$ cat src/design/u8u16_pkg.sv
// Shared types and constants for the UTF-8 to UTF-16 decoder.
// No dependencies; the decode, emit and top design files import this package.
package u8u16_pkg;

    localparam logic [1:0] KIND_UNIT   = 2'd0;
    localparam logic [1:0] KIND_ACCEPT = 2'd1;
    localparam logic [1:0] KIND_REJECT = 2'd2;

    localparam logic [7:0] LEAD2_MASK = 8'b1110_0000;
    localparam logic [7:0] LEAD2_CODE = 8'b1100_0000;
    localparam logic [7:0] LEAD3_MASK = 8'b1111_0000;
    localparam logic [7:0] LEAD3_CODE = 8'b1110_0000;
    localparam logic [7:0] LEAD4_MASK = 8'b1111_1000;
    localparam logic [7:0] LEAD4_CODE = 8'b1111_0000;
    localparam logic [7:0] CONT_MASK  = 8'b1100_0000;
    localparam logic [7:0] CONT_CODE  = 8'b1000_0000;

    localparam logic [15:0] SURR_HIGH = 16'hd800;
    localparam logic [15:0] SURR_LOW  = 16'hdc00;

    localparam int unsigned MAX_RESULTS = 3;

    typedef struct packed {
        logic [15:0] code_unit;
        logic [1:0]  kind;
    } t_result;

    typedef struct packed {
        logic [1:0]                    count;
        t_result [MAX_RESULTS-1:0]     res;
    } t_decode_out;

endpackage

$ cat src/design/u8u16_in_if.sv
// Byte input channel of the UTF-8 to UTF-16 decoder.
// Standalone; carries valid, ready and one UTF-8 byte with its end flag.
interface u8u16_in_if;
    logic       valid;
    logic       ready;
    logic [7:0] in_byte;
    logic       end_of_string;

    modport source (output valid, output in_byte, output end_of_string, input ready);
    modport sink (input valid, input in_byte, input end_of_string, output ready);
endinterface

$ cat src/design/u8u16_out_if.sv
// Result output channel of the UTF-8 to UTF-16 decoder.
// Standalone; carries valid, ready and one UTF-16 result.
interface u8u16_out_if;
    logic        valid;
    logic        ready;
    logic [15:0] code_unit;
    logic [1:0]  kind;
    logic        last;

    modport source (output valid, output code_unit, output kind, output last, input ready);
    modport sink (input valid, input code_unit, input kind, input last, output ready);
endinterface

$ cat src/design/u8u16_decode.sv
// Sequence state and per-byte decode logic of the UTF-8 to UTF-16 decoder.
// Depends on u8u16_pkg.
module u8u16_decode (
    input  logic                     i_clk,
    input  logic                     i_rst_n,
    input  logic                     i_fire,
    input  logic [7:0]               i_byte,
    input  logic                     i_eos,
    output u8u16_pkg::t_decode_out   o_res
);
    import u8u16_pkg::*;

    logic [1:0]  r_bytes_rem, n_bytes_rem;
    logic [2:0]  r_seq_len, n_seq_len;
    logic [20:0] r_bits, n_bits;
    logic        r_err, n_err;

    logic [3:0]  plane;
    logic [1:0]  cnt;
    t_decode_out res;

    always_comb begin
        n_bytes_rem = r_bytes_rem;
        n_seq_len   = r_seq_len;
        n_bits      = r_bits;
        n_err       = r_err;
        cnt         = 2'd0;
        res         = '0;
        plane       = '0;

        if (r_bytes_rem != 2'd0) begin
            if ((i_byte & CONT_MASK) == CONT_CODE) begin
                n_bits      = {r_bits[14:0], i_byte[5:0]};
                n_bytes_rem = r_bytes_rem - 2'd1;
                if (n_bytes_rem == 2'd0) begin
                    if (r_seq_len == 3'd4) begin
                        // Plane field is the code point's top bits minus one, modulo 16.
                        plane = 4'(n_bits[20:16] - 5'd1);
                        res.res[0].code_unit = {6'd0, plane, n_bits[15:10]} + SURR_HIGH;
                        res.res[0].kind      = KIND_UNIT;
                        res.res[1].code_unit = {6'd0, n_bits[9:0]} + SURR_LOW;
                        res.res[1].kind      = KIND_UNIT;
                        cnt = 2'd2;
                    end else begin
                        res.res[0].code_unit = n_bits[15:0];
                        res.res[0].kind      = KIND_UNIT;
                        cnt = 2'd1;
                    end
                    n_seq_len = 3'd0;
                    n_bits    = '0;
                end
            end else begin
                n_err       = 1'b1;
                n_bytes_rem = 2'd0;
                n_seq_len   = 3'd0;
                n_bits      = '0;
            end
        end else if (i_byte[7] == 1'b0) begin
            res.res[0].code_unit = {8'd0, i_byte};
            res.res[0].kind      = KIND_UNIT;
            cnt = 2'd1;
        end else if ((i_byte & LEAD2_MASK) == LEAD2_CODE) begin
            n_bits      = {16'd0, i_byte[4:0]};
            n_seq_len   = 3'd2;
            n_bytes_rem = 2'd1;
        end else if ((i_byte & LEAD3_MASK) == LEAD3_CODE) begin
            n_bits      = {17'd0, i_byte[3:0]};
            n_seq_len   = 3'd3;
            n_bytes_rem = 2'd2;
        end else if ((i_byte & LEAD4_MASK) == LEAD4_CODE) begin
            n_bits      = {18'd0, i_byte[2:0]};
            n_seq_len   = 3'd4;
            n_bytes_rem = 2'd3;
        end

        if (i_eos) begin
            if (n_bytes_rem != 2'd0) begin
                n_err = 1'b1;
            end
            res.res[cnt].code_unit = 16'd0;
            res.res[cnt].kind      = n_err ? KIND_REJECT : KIND_ACCEPT;
            cnt = cnt + 2'd1;
            n_bytes_rem = 2'd0;
            n_seq_len   = 3'd0;
            n_bits      = '0;
            n_err       = 1'b0;
        end
        res.count = cnt;
    end

    assign o_res = res;

    always_ff @(posedge i_clk) begin
        if (!i_rst_n) begin
            r_bytes_rem <= '0;
            r_seq_len   <= '0;
            r_bits      <= '0;
            r_err       <= 1'b0;
        end else if (i_fire) begin
            r_bytes_rem <= n_bytes_rem;
            r_seq_len   <= n_seq_len;
            r_bits      <= n_bits;
            r_err       <= n_err;
        end
    end

endmodule

$ cat src/design/u8u16_emit.sv
// Result buffer of the UTF-8 to UTF-16 decoder: holds the results of one byte
// and hands them out one transfer at a time. Depends on u8u16_pkg.
module u8u16_emit (
    input  logic                    i_clk,
    input  logic                    i_rst_n,
    input  logic                    i_load,
    input  u8u16_pkg::t_decode_out  i_res,
    input  logic                    i_out_ready,
    output logic                    o_can_load,
    output logic                    o_valid,
    output u8u16_pkg::t_result      o_result,
    output logic                    o_last
);
    import u8u16_pkg::*;

    t_result [MAX_RESULTS-1:0] r_buf, n_buf;
    logic [1:0]                r_cnt, n_cnt;
    logic                      pop;

    assign o_valid    = (r_cnt != 2'd0);
    assign o_result   = r_buf[0];
    assign o_last     = (r_cnt == 2'd1);
    assign pop        = o_valid && i_out_ready;
    // A new byte may enter once the last pending result leaves in this cycle.
    assign o_can_load = (r_cnt == 2'd0) || (r_cnt == 2'd1 && i_out_ready);

    always_comb begin
        n_buf = r_buf;
        n_cnt = r_cnt;
        if (i_load) begin
            n_buf = i_res.res;
            n_cnt = i_res.count;
        end else if (pop) begin
            n_buf = {r_buf[2], r_buf[2], r_buf[1]};
            n_cnt = r_cnt - 2'd1;
        end
    end

    always_ff @(posedge i_clk) begin
        r_buf <= n_buf;
    end

    always_ff @(posedge i_clk) begin
        if (!i_rst_n) begin
            r_cnt <= '0;
        end else begin
            r_cnt <= n_cnt;
        end
    end

endmodule

$ cat src/design/utf8_to_utf16_decoder_top.sv
// UTF-8 to UTF-16 decoder. One byte transfer is taken per cycle while the result buffer
// can load; its results (up to three: a code unit or surrogate pair, then an end marker
// on the final byte) appear in the cycle after the byte is taken and leave one per output
// transfer. The input takes a new byte in the same cycle that the last pending result of
// the previous byte is transferred, so throughput is one byte per cycle except that a byte
// with two or three results holds the input while the result buffer drains, and output
// back-pressure also holds it. Depends on u8u16_pkg and the two channel interfaces.
module utf8_to_utf16_decoder_top (
    input  logic           i_clk,
    input  logic           i_rst_n,
    u8u16_in_if.sink       i_in,
    u8u16_out_if.source    o_out
);
    import u8u16_pkg::*;

    logic        fire;
    logic        can_load;
    t_decode_out dec_res;
    t_result     out_res;
    logic        out_valid;
    logic        out_last;

    assign i_in.ready = can_load;
    assign fire       = i_in.valid && can_load;

    u8u16_decode u_decode (
        .i_clk   (i_clk),
        .i_rst_n (i_rst_n),
        .i_fire  (fire),
        .i_byte  (i_in.in_byte),
        .i_eos   (i_in.end_of_string),
        .o_res   (dec_res)
    );

    u8u16_emit u_emit (
        .i_clk       (i_clk),
        .i_rst_n     (i_rst_n),
        .i_load      (fire),
        .i_res       (dec_res),
        .i_out_ready (o_out.ready),
        .o_can_load  (can_load),
        .o_valid     (out_valid),
        .o_result    (out_res),
        .o_last      (out_last)
    );

    assign o_out.valid     = out_valid;
    assign o_out.code_unit = out_res.code_unit;
    assign o_out.kind      = out_res.kind;
    assign o_out.last      = out_last;

    // An end marker is always the final result of its byte.
    a_end_is_last: assert property (@(posedge i_clk) disable iff (!i_rst_n)
        o_out.valid && o_out.kind != KIND_UNIT |-> o_out.last)
        else $error("end marker without last");

    // A final byte always produces at least its end marker.
    a_eos_gives_result: assert property (@(posedge i_clk) disable iff (!i_rst_n)
        fire && i_in.end_of_string |=> o_out.valid)
        else $error("no result after final byte");

    // With nothing pending, the decoder must take input.
    a_idle_ready: assert property (@(posedge i_clk) disable iff (!i_rst_n)
        !o_out.valid |-> i_in.ready)
        else $error("input stalled while result buffer empty");

endmodule

$ cat src/flat_wrapper.sv
// flat-port wrapper written by rule: the top's interface ports become plain ports
module utf8_to_utf16_decoder_top_flat import u8u16_pkg::*;
  (i_clk, i_rst_n, i_in_valid, i_in_in_byte, i_in_end_of_string, i_in_ready, o_out_valid, o_out_code_unit, o_out_kind, o_out_last, o_out_ready);
  u8u16_in_if i_in_i ();
  u8u16_out_if o_out_i ();
  input  logic i_clk;
  input  logic i_rst_n;
  input wire logic [$bits(i_in_i.valid)-1:0] i_in_valid;
  input wire logic [$bits(i_in_i.in_byte)-1:0] i_in_in_byte;
  input wire logic [$bits(i_in_i.end_of_string)-1:0] i_in_end_of_string;
  output wire logic [$bits(i_in_i.ready)-1:0] i_in_ready;
  output wire logic [$bits(o_out_i.valid)-1:0] o_out_valid;
  output wire logic [$bits(o_out_i.code_unit)-1:0] o_out_code_unit;
  output wire logic [$bits(o_out_i.kind)-1:0] o_out_kind;
  output wire logic [$bits(o_out_i.last)-1:0] o_out_last;
  input wire logic [$bits(o_out_i.ready)-1:0] o_out_ready;
  assign i_in_i.valid = i_in_valid;
  assign i_in_i.in_byte = i_in_in_byte;
  assign i_in_i.end_of_string = i_in_end_of_string;
  assign i_in_ready = i_in_i.ready;
  assign o_out_valid = o_out_i.valid;
  assign o_out_code_unit = o_out_i.code_unit;
  assign o_out_kind = o_out_i.kind;
  assign o_out_last = o_out_i.last;
  assign o_out_i.ready = o_out_ready;
  utf8_to_utf16_decoder_top u_core (.i_clk(i_clk), .i_rst_n(i_rst_n), .i_in(i_in_i), .o_out(o_out_i));
endmodule
$ cat config.mk
export PLATFORM = sky130hd
export DESIGN_NAME = utf8_to_utf16_decoder_top_flat
export DESIGN_NICKNAME = d
export VERILOG_FILES = /design/src/design/u8u16_pkg.sv /design/src/design/u8u16_in_if.sv /design/src/design/u8u16_out_if.sv /design/src/design/u8u16_decode.sv /design/src/design/u8u16_emit.sv /design/src/design/utf8_to_utf16_decoder_top.sv /design/src/flat_wrapper.sv
export SDC_FILE = /design/constraint.sdc
export NUM_CORES = 1
export LEC_CHECK = 0
export CAP_MARGIN = 20
export CELL_PAD_IN_SITES_DETAIL_PLACEMENT = 1
export CELL_PAD_IN_SITES_GLOBAL_PLACEMENT = 1
export CORE_ASPECT_RATIO = 1.75
export CORE_MARGIN = 1.5
export CORE_UTILIZATION = 35
export CTS_CLUSTER_SIZE = 30
export DETAILED_ROUTE_END_ITERATION = 6
export DONT_BUFFER_PORTS = 1
export PLACE_DENSITY_LB_ADDON = 0.1
export SLEW_MARGIN = 40
export SYNTH_ARGS = -nofsm -noshare
export SYNTH_HDL_FRONTEND = slang
export SYNTH_SLANG_ARGS = --single-unit
$ cat constraint.sdc
create_clock -name i_clk -period 7.65 [get_ports i_clk]
set_clock_uncertainty 0.1 [all_clocks]
set_input_delay 1.53 -clock i_clk [delete_from_list [all_inputs] [get_ports i_clk]]
set_output_delay 1.53 -clock i_clk [all_outputs]
set_load 0.02 [all_outputs]
# Word level (Yosys, flattened, before mapping)
# Index checks and enable logic that the tools add are counted.
[classes]
n_addsub = 6
n_lt_le_gt_ge = 2
n_eq_ne = 7
n_mux = 53
n_reduce_logical = 15
[ops]
columns = ["op", "n"]
rows = [
  ["two-way mux 14 bit", 8],
  ["bitwise mux 54 bit", 2],
  ["two-way mux 36 bit", 3],
  ["two-way mux 54 bit", 2],
  ["two-way mux 18 bit", 5],
  ["demux 18 bit (select 2 bit)", 2],
  ["adder 11 x 15 -> 16 bit (second input constant)", 2],
  ["two-way mux 2 bit", 16],
  ["two-way mux 3 bit", 8],
  ["two-way mux 9 bit", 1],
  ["nonzero test 2 bit", 4],
  ["equality test 3 bit (second input constant)", 2],
  ["two-way mux 1 bit", 6],
  ["equality test 5 bit (second input constant)", 1],
  ["nonzero test 5 bit", 1],
  ["equality test 4 bit (second input constant)", 1],
  ["logical AND 1 bit", 4],
  ["logical NOT 2 bit", 2],
  ["!= test 4 x 3 -> 1 bit (second input constant)", 1],
  ["AND reduction 4 bit", 1],
  ["subtractor 2 x 1 -> 2 bit (second input constant)", 2],
  ["subtractor 4 x 1 -> 4 bit (second input constant)", 1],
  ["< comparator 2 x 3 -> 1 bit (second input constant)", 1],
  ["AND reduction 3 bit", 1],
  ["6 further kinds", 6],
]
[word_totals]
ff_bits = 76
inputBits = 13
output_inout_bits = 21
elab_cells = 94

# Longest topological paths before layout
# Gate-level depths: netlist of the first run.
[depth]
ltp_word = 13
mapped_depth = 10
ltp_nobuf = 9

# By module
# A second synthesis of the first run with hierarchy kept.
[hier_totals]
cells_unflattened = 347
hier_area_um2 = 4082.7
[by_module_without_submodules]
columns = ["module", "n_inst", "cells_each", "area_per_inst_um2", "seq_area_each_um2"]
rows = [
  ["u8u16_emit", 1, 151, 2506.2, 1661.6],
  ["u8u16_decode", 1, 195, 1570.3, 400.4],
  ["utf8_to_utf16_decoder_top", 1, 1, 6.3, 0.0],
]

# Worst setup path after synthesis of the first run
# OpenSTA, ideal clock, no wires.
[synth_path]
kind = "input -> register"
startpoint = "input port o_out_ready"
endpoint = "register u_core.u_emit.r_buf, in the netlist u_core.u_emit.o_result[0], enable pin"
setup_time_ns = 0.472
arrival_time_ns = 3.016
t_required_ns = 7.078
setup_slack_ns = 4.062
stages = 5
path_buffers = 2
cell_sequence = "a21o_1 -> nand2_1 -> buf_2 -> buf_1 -> nand2_1"
[synth_via]
elab_chain_cells = 4
word_cells_on_any_way = 5
classes_between = "reduce/logical (5)"
[synth_rtl]
columns = ["element", "line", "source"]
rows = [
  ["start, declared", "flat_wrapper.sv:16", "input wire logic [$bits(o_out_i.ready)-1:0] o_out_ready;"],
  ["logical AND 1 bit", "u8u16_emit.sv:25", "assign o_can_load = (r_cnt == 2'd0) || (r_cnt == 2'd1 && i_out_ready);"],
  ["logical OR 1 bit", "u8u16_emit.sv:25", ""],
  ["logical AND 1 bit", "utf8_to_utf16_decoder_top.sv:24", "assign fire = i_in.valid && can_load;"],
  ["nonzero test 2 bit (no source line) *", "--", ""],
  ["end signal, assigned", "u8u16_emit.sv:40", "r_buf <= n_buf;"],
  ["end, declared", "u8u16_emit.sv:16", "t_result [MAX_RESULTS-1:0] r_buf, n_buf;"],
]
# Every way passes the cells marked *; elsewhere a longest branch is shown, timed or not.
# A chain may end at the register's enable or synchronous reset.

# Worst setup path after layout of the first run
[layout_path]
startpoint = "input port o_out_ready"
endpoint = "output port i_in_ready"
[layout_via]
elab_chain_cells = 2
[layout_rtl]
columns = ["element", "line", "source"]
rows = [
  ["logical AND 1 bit", "u8u16_emit.sv:25", ""],
  ["logical OR 1 bit", "u8u16_emit.sv:25", ""],
  ["end, declared", "flat_wrapper.sv:11", "output wire logic [$bits(i_in_i.ready)-1:0] i_in_ready;"],
]
# No other way between the ends.

==> qor.csv, run 1 <==
metric,value,unit
cap_viol_max_count,0,
number_of_clock_sinks,55,
postRouteAntennaNets,0,
clock_path_buffers,2,
fin_crit,3.42,ns
drt-total-wl,6750,um
post_cts.resized_instances,0,
postLayoutCoreUtil,37.4,%
post_route_cells_drive_above_1_share,8.37,%
cts.reportedPaths.clkPinSlew,0.07,ns
setup_total_negative_slack,0,ns
hold_path_class,flop to flop,
number_of_enable_flip_flop_cells_after_synthesis,33,
design.die.area,8470,um2
gr-usage-all-layers,16.9,%
yosys_reg_bits,55,
tritoncts.num_buffers,5,
detailed_place_hpwl,5010,um
grt_first_pass_wirelength,10800,um
worst_ep_required_time,6.02,ns
max_stage_delay,0.26,ns
place.port_buffers,0,
final_cell_count_no_fill,351,
async_flop_share,0,%
drv_slew,0,
ctsHoldBuffers,0,
fin_crit_sh,44.7,%
tritoncts,yes,
avgSynthCellArea,9.78,um2
post-route-worst-setup-slack,4.23,ns
cp_num_buf_inv,0,
insertedDiodeCount,0,
synth_top_area_share,35.8,%
placedCellCount,343,
via_per_inst,5.50,
num_vias,1931,
gr-total-overflow,0,
crit_path_end_kind,primary output,
synth_warnings,0,
die_w,70.2,um
vias_in_the_first_global_route,2013,
starting_density,36.3,%
crit_path_leading_delay_family,compound AO/OA/AOI/OAI gates,
grt_max_degree,32,
worst_path_max_delay_cell,a21o_1,
timing.critical_path.cells,a21o_1,
number_of_antenna_violations_at_the_first_check_in_global_routing,0,
fp-row-count,42,
design.final.nets,283,
worst-endpoint-arrival,1.79,ns
crit_path_max_fanout,3,
fill_cells,844,
synth_area_leaders,"edfxtp_1 36%, dfxtp_1 16%, nand2_1 5.7%",
finalWeightedCongestion,0.752,
pre_cts_slack,3.71,ns
syn-instance-count,283,
drt-pass1-iter-count,4,
core_area,7620,um2
drtIter0Drc,99,
synth_top_flop_cell,edfxtp_1,
rsz_0062_raised_after_global_routing,no,
max_freq,292,MHz
peakVddDrop,0.0941,mV
netlist-cell-type-count,48,
post-layout-total-power,0.820,mW
timing_hold_violations_final,0,
clk_root_buffer_cell,clkbuf_16,
total_leakage_power,1.07,nW
floorplan.die.height,121,um
drc,0,
tightestPinTransition,0.633,ns
area_growth_syn_to_layout,3.03,%
syn-cell-area,2770,um2
synth_top_cell_by_area,edfxtp_1,
cts_max_level,2,
worst_slew_margin_rel,57.8,%
outcome,"finished, final reports clean",
critical_path.startpoint_type,input pin,
cts_post_setup_buffers_inserted,0,
number_of_nets_in_the_synthesized_netlist,304,
worst-setup-path-type,input pin to primary output,
post_drt_wl_per_cell,19.2,um
power.density_cell_area,287,nW/um2
boundaryPins,34,
finalSetupViolCount,0,
seq_area_frac_synth,51.7,%
clkLatencyLatePin,0.29,ns
[stage by stage]
step                      hold slack, ns  area [um2]
after detailed placement           0.367        2710
final                              0.372        2850
after global routing               0.398        2850
after CTS                          0.377        2850
after global placement             0.355        2710
after floorplan                    0.338        2770
[cell usage after synthesis, drive strengths merged (4+ instances only)]
cell and n:
o21ai 16, nand2 43, inv 12, ha 8, nand2b 4, a21oi 9
buf 25, and2 12, nor3 6, clkbuf 5, nand3 21, edfxtp 33
nor2 18, dfxtp 22, a22oi 6
[report_power, final]
group | switching (mW) | leakage (nW) | internal, mW
clock | 0.0983 | 0.0641 | 0.121
sequential | 0.0608 | 0.511 | 0.394
combinational | 0.103 | 0.491 | 0.0420
[worst register-to-register path, stage by stage, from the launching register on]
cell and delay, ns:
dfxtp_1 0.32, inv_1 0.08, ha_1 0.29, a21o_1 0.32, nand2_2 0.35, inv_2 0.34, nand2b_1 0.33, nor2_1 0.38
mux2i_1 0.23
[registers in the layout (all words and copies together), names as in the netlist]
signal                       cells
u_core.u_decode.r_bits          14
u_core.u_decode.r_bytes_rem      2
u_core.u_decode.r_err            1
u_core.u_decode.r_seq_len        3
u_core.u_emit.o_result          18
u_core.u_emit.r_buf             15
u_core.u_emit.r_cnt              2
[area by class of cell]
class,count,area (um2),area share (%)
well taps,88,110,3.86
inverters,12,45.0,1.58
repair buffers,2,15.0,0.527
clock inverters,1,5.00,0.176
flip-flops and latches,55,1430,50.2
clock buffers,7,133,4.65
multi-input cells,186,1110,39.0
[metal layers]
metal	part of all wire, %	track usage (%)
met1	39	17.8
met2	56	32.1
met3	3.0	3.08
met4	2.4	6.49
met5	0	0
[kinds of logic after synthesis]
family,after synthesis,synth area share (%)
fa+ha+maj,8,3.62
simple gates,120,21.8
compound gates,51,12.1
buf+inv,42,8.41
flops,55,51.7
xor+xnor,4,1.27
mux,3,1.09
[path summary, 6_finish.rpt]
check | slack [ns] | end | from | depth (start not counted)
worst min-delay path | 0.37 | u_core.u_decode.r_seq_len[2] | u_core.u_decode.r_seq_len[2] | 2
worst max register to register | 4.86 | u_core.u_decode.r_seq_len[1] | u_core.u_emit.r_cnt[1] | 8
worst min register to register | 0.37 | u_core.u_decode.r_seq_len[2] | u_core.u_decode.r_seq_len[2] | 2
worst max-delay path | 4.23 | i_in_ready | o_out_ready | 1
[placed cells by master (no fill, tap or decap), types with 3 or more instances in the layout]
master     synthesis  routed
and2_1            12      12
nand2b_1           4       4
a21oi_1            8       7
xnor2_1            3       3
nor3_1             5       5
nand3_1           21      21
nand2_1           42      41
ha_1               8       8
a211oi_1           3       3
edfxtp_1          33      33
nor2_1            18      17
inv_2              3       3
mux2i_1            3       3
a31o_1             3       3
o21ai_0            3       3
o21ai_1           13      13
dfxtp_1           22      22
clkbuf_16          0       5
a22oi_1            6       6
inv_1              9       9
and3_1             3       3
o31ai_1            3       3
Note: power is estimated with default switching activity, not from simulation.
==> run 2, diff against run 1 <==
- ABC_AREA: not set -> 1
- clock period: 7.65 -> 3.3 ns (I/O delays scaled with it)
==> qor.csv, run 2 <==
metric,value,unit
r2r_setup_slack,0.51,ns
synth_top_flop_cell,edfxtp_1,
post-route-worst-setup-slack,0.510,ns
peakVddDrop,0.369,mV
sequential_cell_area,1430,um2
design.die.area,8860,um2
floorplan.die.height,123,um
drtIter0Drc,89,
cts_post_setup_buffers_inserted,0,
cap_viol_max_count,0,
min_delay_path_depth,2,
ctsHoldBuffers,0,
clkLatencyLatePin,0.30,ns
outcome,finished with violations,
finalWeightedCongestion,0.865,
rr_worst_depth,10,
yosys_reg_bits,55,
drt-total-wl,7710,um
critical_path.startpoint_type,flop,
hold-path-endpoint,u_core.u_decode.r_bytes_rem[1],
post-layout-total-power,2.15,mW
dpl-instance-area,2870,um2
number_of_antenna_violations_at_the_first_check_in_global_routing,0,
insertedDiodeCount,0,
number_of_enable_flip_flop_cells_after_synthesis,33,
grt_first_pass_wirelength,12100,um
finalSetupViolCount,0,
synth_top_area_share,34.2,%
adder_cell_fraction_of_synth_area,3.45,%
async_flop_share,0,%
num_vias,2113,
fin_crit,2.79,ns
hold_crit_start,u_core.u_decode.r_bytes_rem[1],
clock_path_buffers,2,
avgSynthCellArea,8.41,um2
vias_in_the_first_global_route,2234,
number_of_nets_in_the_synthesized_netlist,366,
drc,2,
crit_path_max_fanout,10,
tritoncts.num_buffers,5,
syn-instance-count,345,
gr-usage-all-layers,18.6,%
fp-row-count,43,
final_non_filler_cell_area,3060,um2
reg2reg_from,u_core.u_decode.r_bytes_rem[0],
rsz_0062_raised_after_global_routing,no,
leading_cell_type_in_the_layout_fill_and_taps_excluded,nand2_1,
largest_reg_flops,18,
setup_total_negative_slack,0,ns
via_per_inst,5.01,
violations,DRC,
area_growth_syn_to_layout,5.44,%
crit-reg2reg-capture,u_core.u_emit.o_result[9],
worst_ep_required_time,3.33,ns
cts_max_level,2,
design.final.nets,352,
synth_warnings,0,
finalHoldWorstSlack,0.371,ns
tightestPinTransition,0.484,ns
timing_hold_violations_final,0,
synth_area_leaders,"edfxtp_1 34%, dfxtp_1 15%, nand2_1 8.3%",
post_route_cells_drive_above_1_share,14.2,%
core_area,7960,um2
drt-pass1-iter-count,7,
number_of_clock_sinks,55,
cts.reportedPaths.clkPinSlew,0.07,ns
drv_slew,0,
gr-total-overflow,0,
die_w,71.8,um
worst-setup-path-type,flop to flop,
fin_crit_sh,84.5,%
worst_slew_margin_rel,67.7,%
synth-xor-area-share,0.604,%
tritoncts,yes,
post_synth_mux_area_share,0,%
synth_top_family_by_area,simple AND/OR/NAND/NOR gates,
postRouteAntennaNets,0,
boundaryPins,34,
fill_cells,953,
detailed_place_hpwl,5950,um
hold_path_class,flop to flop,
max_freq,358,MHz
worst-endpoint-arrival,2.82,ns
post_cts.resized_instances,0,
seq_area_frac_synth,49.4,%
top_count_cell_post_synth,nand2_1,
post_drt_wl_per_cell,18.3,um
post_synth_most_frequent_cells,"64 x nand2_1, 42 x nor2_1, 33 x edfxtp_1",
pre_cts_slack,0.500,ns
syn-cell-area,2900,um2
starting_density,36.4,%
clk_root_buffer_cell,clkbuf_16,
synthSimpleGateAreaFrac,24.2,%
grt_max_degree,32,
synth_top_cell_by_area,edfxtp_1,
mostFrequentLayoutCells,"64 x nand2_1, 42 x nor2_1, 33 x edfxtp_1",
netlist-cell-type-count,31,
synth_compound_gate_area_share,10.7,%
power.density_cell_area,705,nW/um2
multi_input_area,1130,um2
place.port_buffers,0,
total_leakage_power,1.26,nW
crit_path_end_kind,flop,
==> run 2: changes by cell type in the layout (fill, tap and decap cells not counted), moves of 6 or more <==
cell      change
nor2_1       +25
inv_1        +23
nand2_1      +23
nor2_2       +15
and2_1       -12
o21ai_0      +11
a21oi_1      +10
o211ai_1      +7
a22oi_1       -6
==> run 2: worst max path at each step <==
stage / to / slack (ns) / startpoint / depth (start not counted)
6_report: u_core.u_emit.o_result[9] / 0.51 / u_core.u_decode.r_bytes_rem[0] / 10
5_1_grt: u_core.u_emit.o_result[2] / 0.26 / u_core.u_decode.r_bytes_rem[0] / 10
4_1_cts: u_core.u_emit.o_result[9] / 0.46 / u_core.u_decode.r_bytes_rem[0] / 10
3_5_place_dp: u_core.u_emit.o_result[2] / 0.50 / u_core.u_decode.r_bytes_rem[0] / 10
3_3_place_gp: u_core.u_emit.o_result[4] / 0.71 / i_in_in_byte[7] / 9
2_1_floorplan: u_core.u_emit.r_cnt[0] / 0.88 / u_core.u_emit.r_cnt[0] / 9
==> run 2: area by class of cell <==
| class | instances | share of cell area, % |
|---|---|---|
| Sequential cell | 55 | 46.8 |
| Multi-Input combinational cell | 223 | 36.9 |
| Inverter | 42 | 5.28 |
| Clock buffer | 5 | 4.09 |
| Tap cell | 90 | 3.68 |
| Clock inverter | 3 | 2.21 |
| Timing Repair Buffer | 4 | 0.982 |
==> run 2: through the flow <==
stage          std cells  util, %
3_5_place_dp         414     36.0
5_1_grt              422     38.4
4_1_cts              422     38.4
3_3_place_gp         414     36.0
2_1_floorplan        345        -
6_report             422     38.4
==> run 2: report_power, final <==
| part | leakage (nW) | internal [mW] | switching (mW) | total [mW] |
|---|---|---|---|---|
| sequential | 0.514 | 0.917 | 0.143 | 1.06 |
| combinational | 0.657 | 0.110 | 0.291 | 0.401 |
| clock | 0.0900 | 0.435 | 0.258 | 0.693 |
| total | 1.26 | 1.46 | 0.692 | 2.15 |
==> run 2: cell families after synthesis <==
family	after synthesis
AND/OR/NAND/NOR	158
adder cells (fa/ha/maj)	8
buffers and inverters	67
XOR/XNOR	2
AO/OA/AOI/OAI	55
flip-flops	55
==> run 2: worst max-delay path, cell delays in order (launching register included) <==
cell and delay, ns:
dfxtp_1 0.36, inv_1 0.09, ha_1 0.25, inv_2 0.13, nand2_2 0.12, nor2_1 0.24, nor2_1 0.16, ha_1 0.25
a21oi_2 0.42, nand2_1 0.26, o211ai_1 0.24
==> run 2: metal layers <==
layer	up-vias	part of all wire (%)	track usage, %
li1	1074	-	-
met1	991	37	17.9
met2	36	57	36.9
met3	12	2.7	3.26
met4	0	3.4	8.84
met5	-	0	0
==> run 3, diff against run 2 <==
- ABC_AREA: 1 -> 0
- clock period: 3.3 -> 2.35 ns (I/O delays scaled with it)
==> qor.csv, run 3 (synthesis results as in run 1) <==
metric,value,unit
max_freq,456,MHz
clock_path_buffers,2,
crit_path_max_fanout,6,
worst-setup-path-type,flop to flop,
design.final.nets,297,
starting_density,36.3,%
pwr-share-seq,51.8,%
mostFrequentLayoutCells,"41 x nand2_1, 33 x edfxtp_1, 21 x nand3_1, 21 x dfxtp_1",
number_of_antenna_violations_at_the_first_check_in_global_routing,0,
crit_path_end_kind,flop,
grt_first_pass_wirelength,11100,um
drt-pass1-iter-count,6,
power_switching,0.900,mW
outcome,"finished, final reports clean",
finalHoldWorstSlack,0.161,ns
worst-endpoint-arrival,2.26,ns
drc,0,
critical_path.startpoint_type,flop,
cp_num_buf_inv,1,
dpl-instance-area,2790,um2
worst_path_max_delay_cell,and4bb_4,
design.die.area,8470,um2
floorplan.die.height,121,um
die_w,70.2,um
cap_viol_max_count,0,
finalSetupViolCount,0,
tritoncts.num_buffers,5,
comb_power_share,18.4,%
rr_worst_depth,9,
worst_slew_margin_rel,53.2,%
max_stage_delay,0.37,ns
pre_cts_slack,-0.0187,ns
core_area,7620,um2
fill_cells,823,
power.density_cell_area,943,nW/um2
cts_max_level,2,
clkLatencyLatePin,0.30,ns
boundaryPins,34,
grt_max_degree,32,
post_route_cells_drive_above_1_share,15.9,%
worst_ep_required_time,2.42,ns
reg2reg_from,u_core.u_decode.r_bytes_rem[0],
fin_crit,2.19,ns
place.port_buffers,0,
hold-path-endpoint,u_core.u_decode.r_err,
crit-reg2reg-capture,u_core.u_emit.o_result[6],
min_delay_path_depth,1,
largest_reg_flops,18,
gr-usage-all-layers,17.3,%
ctsHoldBuffers,0,
via_per_inst,5.36,
postRouteAntennaNets,0,
cts.reportedPaths.clkPinSlew,0.07,ns
finalWeightedCongestion,0.783,
power.share.switching,31.5,%
tightestPinTransition,0.701,ns
peakVddDrop,0.349,mV
clk_root_buffer_cell,clkbuf_16,
setup_total_negative_slack,0,ns
gr-total-overflow,0,
post_drt_wl_per_cell,18.9,um
drt-total-wl,6890,um
power.share.clock,29.8,%
detailed_place_hpwl,5060,um
vias_in_the_first_global_route,2020,
fin_crit_sh,93.4,%
final_non_filler_cell_area,3030,um2
rsz_0062_raised_after_global_routing,no,
drv_slew,0,
hold_crit_start,i_in_end_of_string,
num_vias,1956,
crit_path_leading_delay_family,simple AND/OR/NAND/NOR gates,
leading_cell_type_in_the_layout_fill_and_taps_excluded,nand2_1,
post-route-worst-setup-slack,0.155,ns
number_of_clock_sinks,55,
area_growth_syn_to_layout,9.40,%
drtIter0Drc,65,
tritoncts,yes,
power_report.internal_total,1.96,mW
fp-row-count,42,
timing_hold_violations_final,0,
insertedDiodeCount,0,
r2r_setup_slack,0.16,ns
total_leakage_power,1.16,nW
timing.critical_path.cells,inv_1 > ha_2 > and4bb_4 > nand2_1 > ha_2 > and2_4 > nor3_4 > a22oi_1 > nand2_1,
hold_path_class,input pin to flop,
## run 3: cell types whose count changed in the layout (fill, tap and decap cells not counted), sizes merged, moves of 4 or more
cell / previous run / this run
a21oi: 18 / 9
a22oi: 0 / 6
and2: 1 / 12
buf: 4 / 16
inv: 41 / 12
nand2: 68 / 43
nand2b: 0 / 4
nor2: 59 / 18
o211ai: 8 / 1
o21ai: 26 / 16
## run 3: layout make-up
| type | count | area (um2) | area share, % |
|---|---|---|---|
| repair buffers | 16 | 120 | 3.97 |
| inverters | 12 | 45.0 | 1.49 |
| flip-flops and latches | 55 | 1430 | 47.3 |
| well taps | 88 | 110 | 3.64 |
| clock inverters | 3 | 38.8 | 1.28 |
| clock buffers | 5 | 125 | 4.13 |
| multi-input cells | 186 | 1160 | 38.2 |
## run 3: power by group through the flow
stage | clock (mW) | combinational, mW | sequential (mW)
final | 0.852 | 0.526 | 1.48
after detailed placement | 0 | 0.520 | 1.51
after CTS | 0.863 | 0.528 | 1.48
after floorplan | 0 | 0.657 | 1.33
after global routing | 0.895 | 0.593 | 1.50
after global placement | 0 | 0.512 | 1.50
## run 3: metal layers
layer  GRT usage (%)  vias to the layer above  wire length, um
met3            2.50                       16              197
met2            31.1                       43             3770
met4            9.01                        0              265
met1            19.2                      930             2660
li1                -                      967                -
met5               0                        -                0
## run 3: worst max path at each step
| stage | end | start | slack, ns | cells after the start |
|---|---|---|---|---|
| after floorplan | u_core.u_emit.o_result[0] | u_core.u_emit.r_cnt[1] | 0.1 | 7 |
| after global placement | u_core.u_emit.o_result[6] | u_core.u_decode.r_bytes_rem[0] | 0.02 | 9 |
| after detailed placement | u_core.u_emit.o_result[7] | u_core.u_decode.r_bytes_rem[0] | -0.02 | 9 |
| after CTS | u_core.u_emit.o_result[12] | u_core.u_decode.r_bytes_rem[0] | 0.03 | 9 |
| after global routing | u_core.u_emit.o_result[2] | u_core.u_decode.r_bytes_rem[0] | 0.04 | 9 |
| final | u_core.u_emit.o_result[6] | u_core.u_decode.r_bytes_rem[0] | 0.16 | 9 |
## run 3: per-stage QoR
stage,power (mW),utilization (%),instances
2_1_floorplan,1.99,-,283
3_3_place_gp,2.01,36.6,353
3_5_place_dp,2.03,36.6,353
4_1_cts,2.87,39.0,361
5_1_grt,2.99,39.7,365
6_report,2.86,39.7,365
## run 3: what timing repair did
item | in CTS | in global routing
setup buffers | 0 | 4
setup endpoints to repair | 7 | 26
resized for setup | 4 | 8
pin swaps | 1 | 6
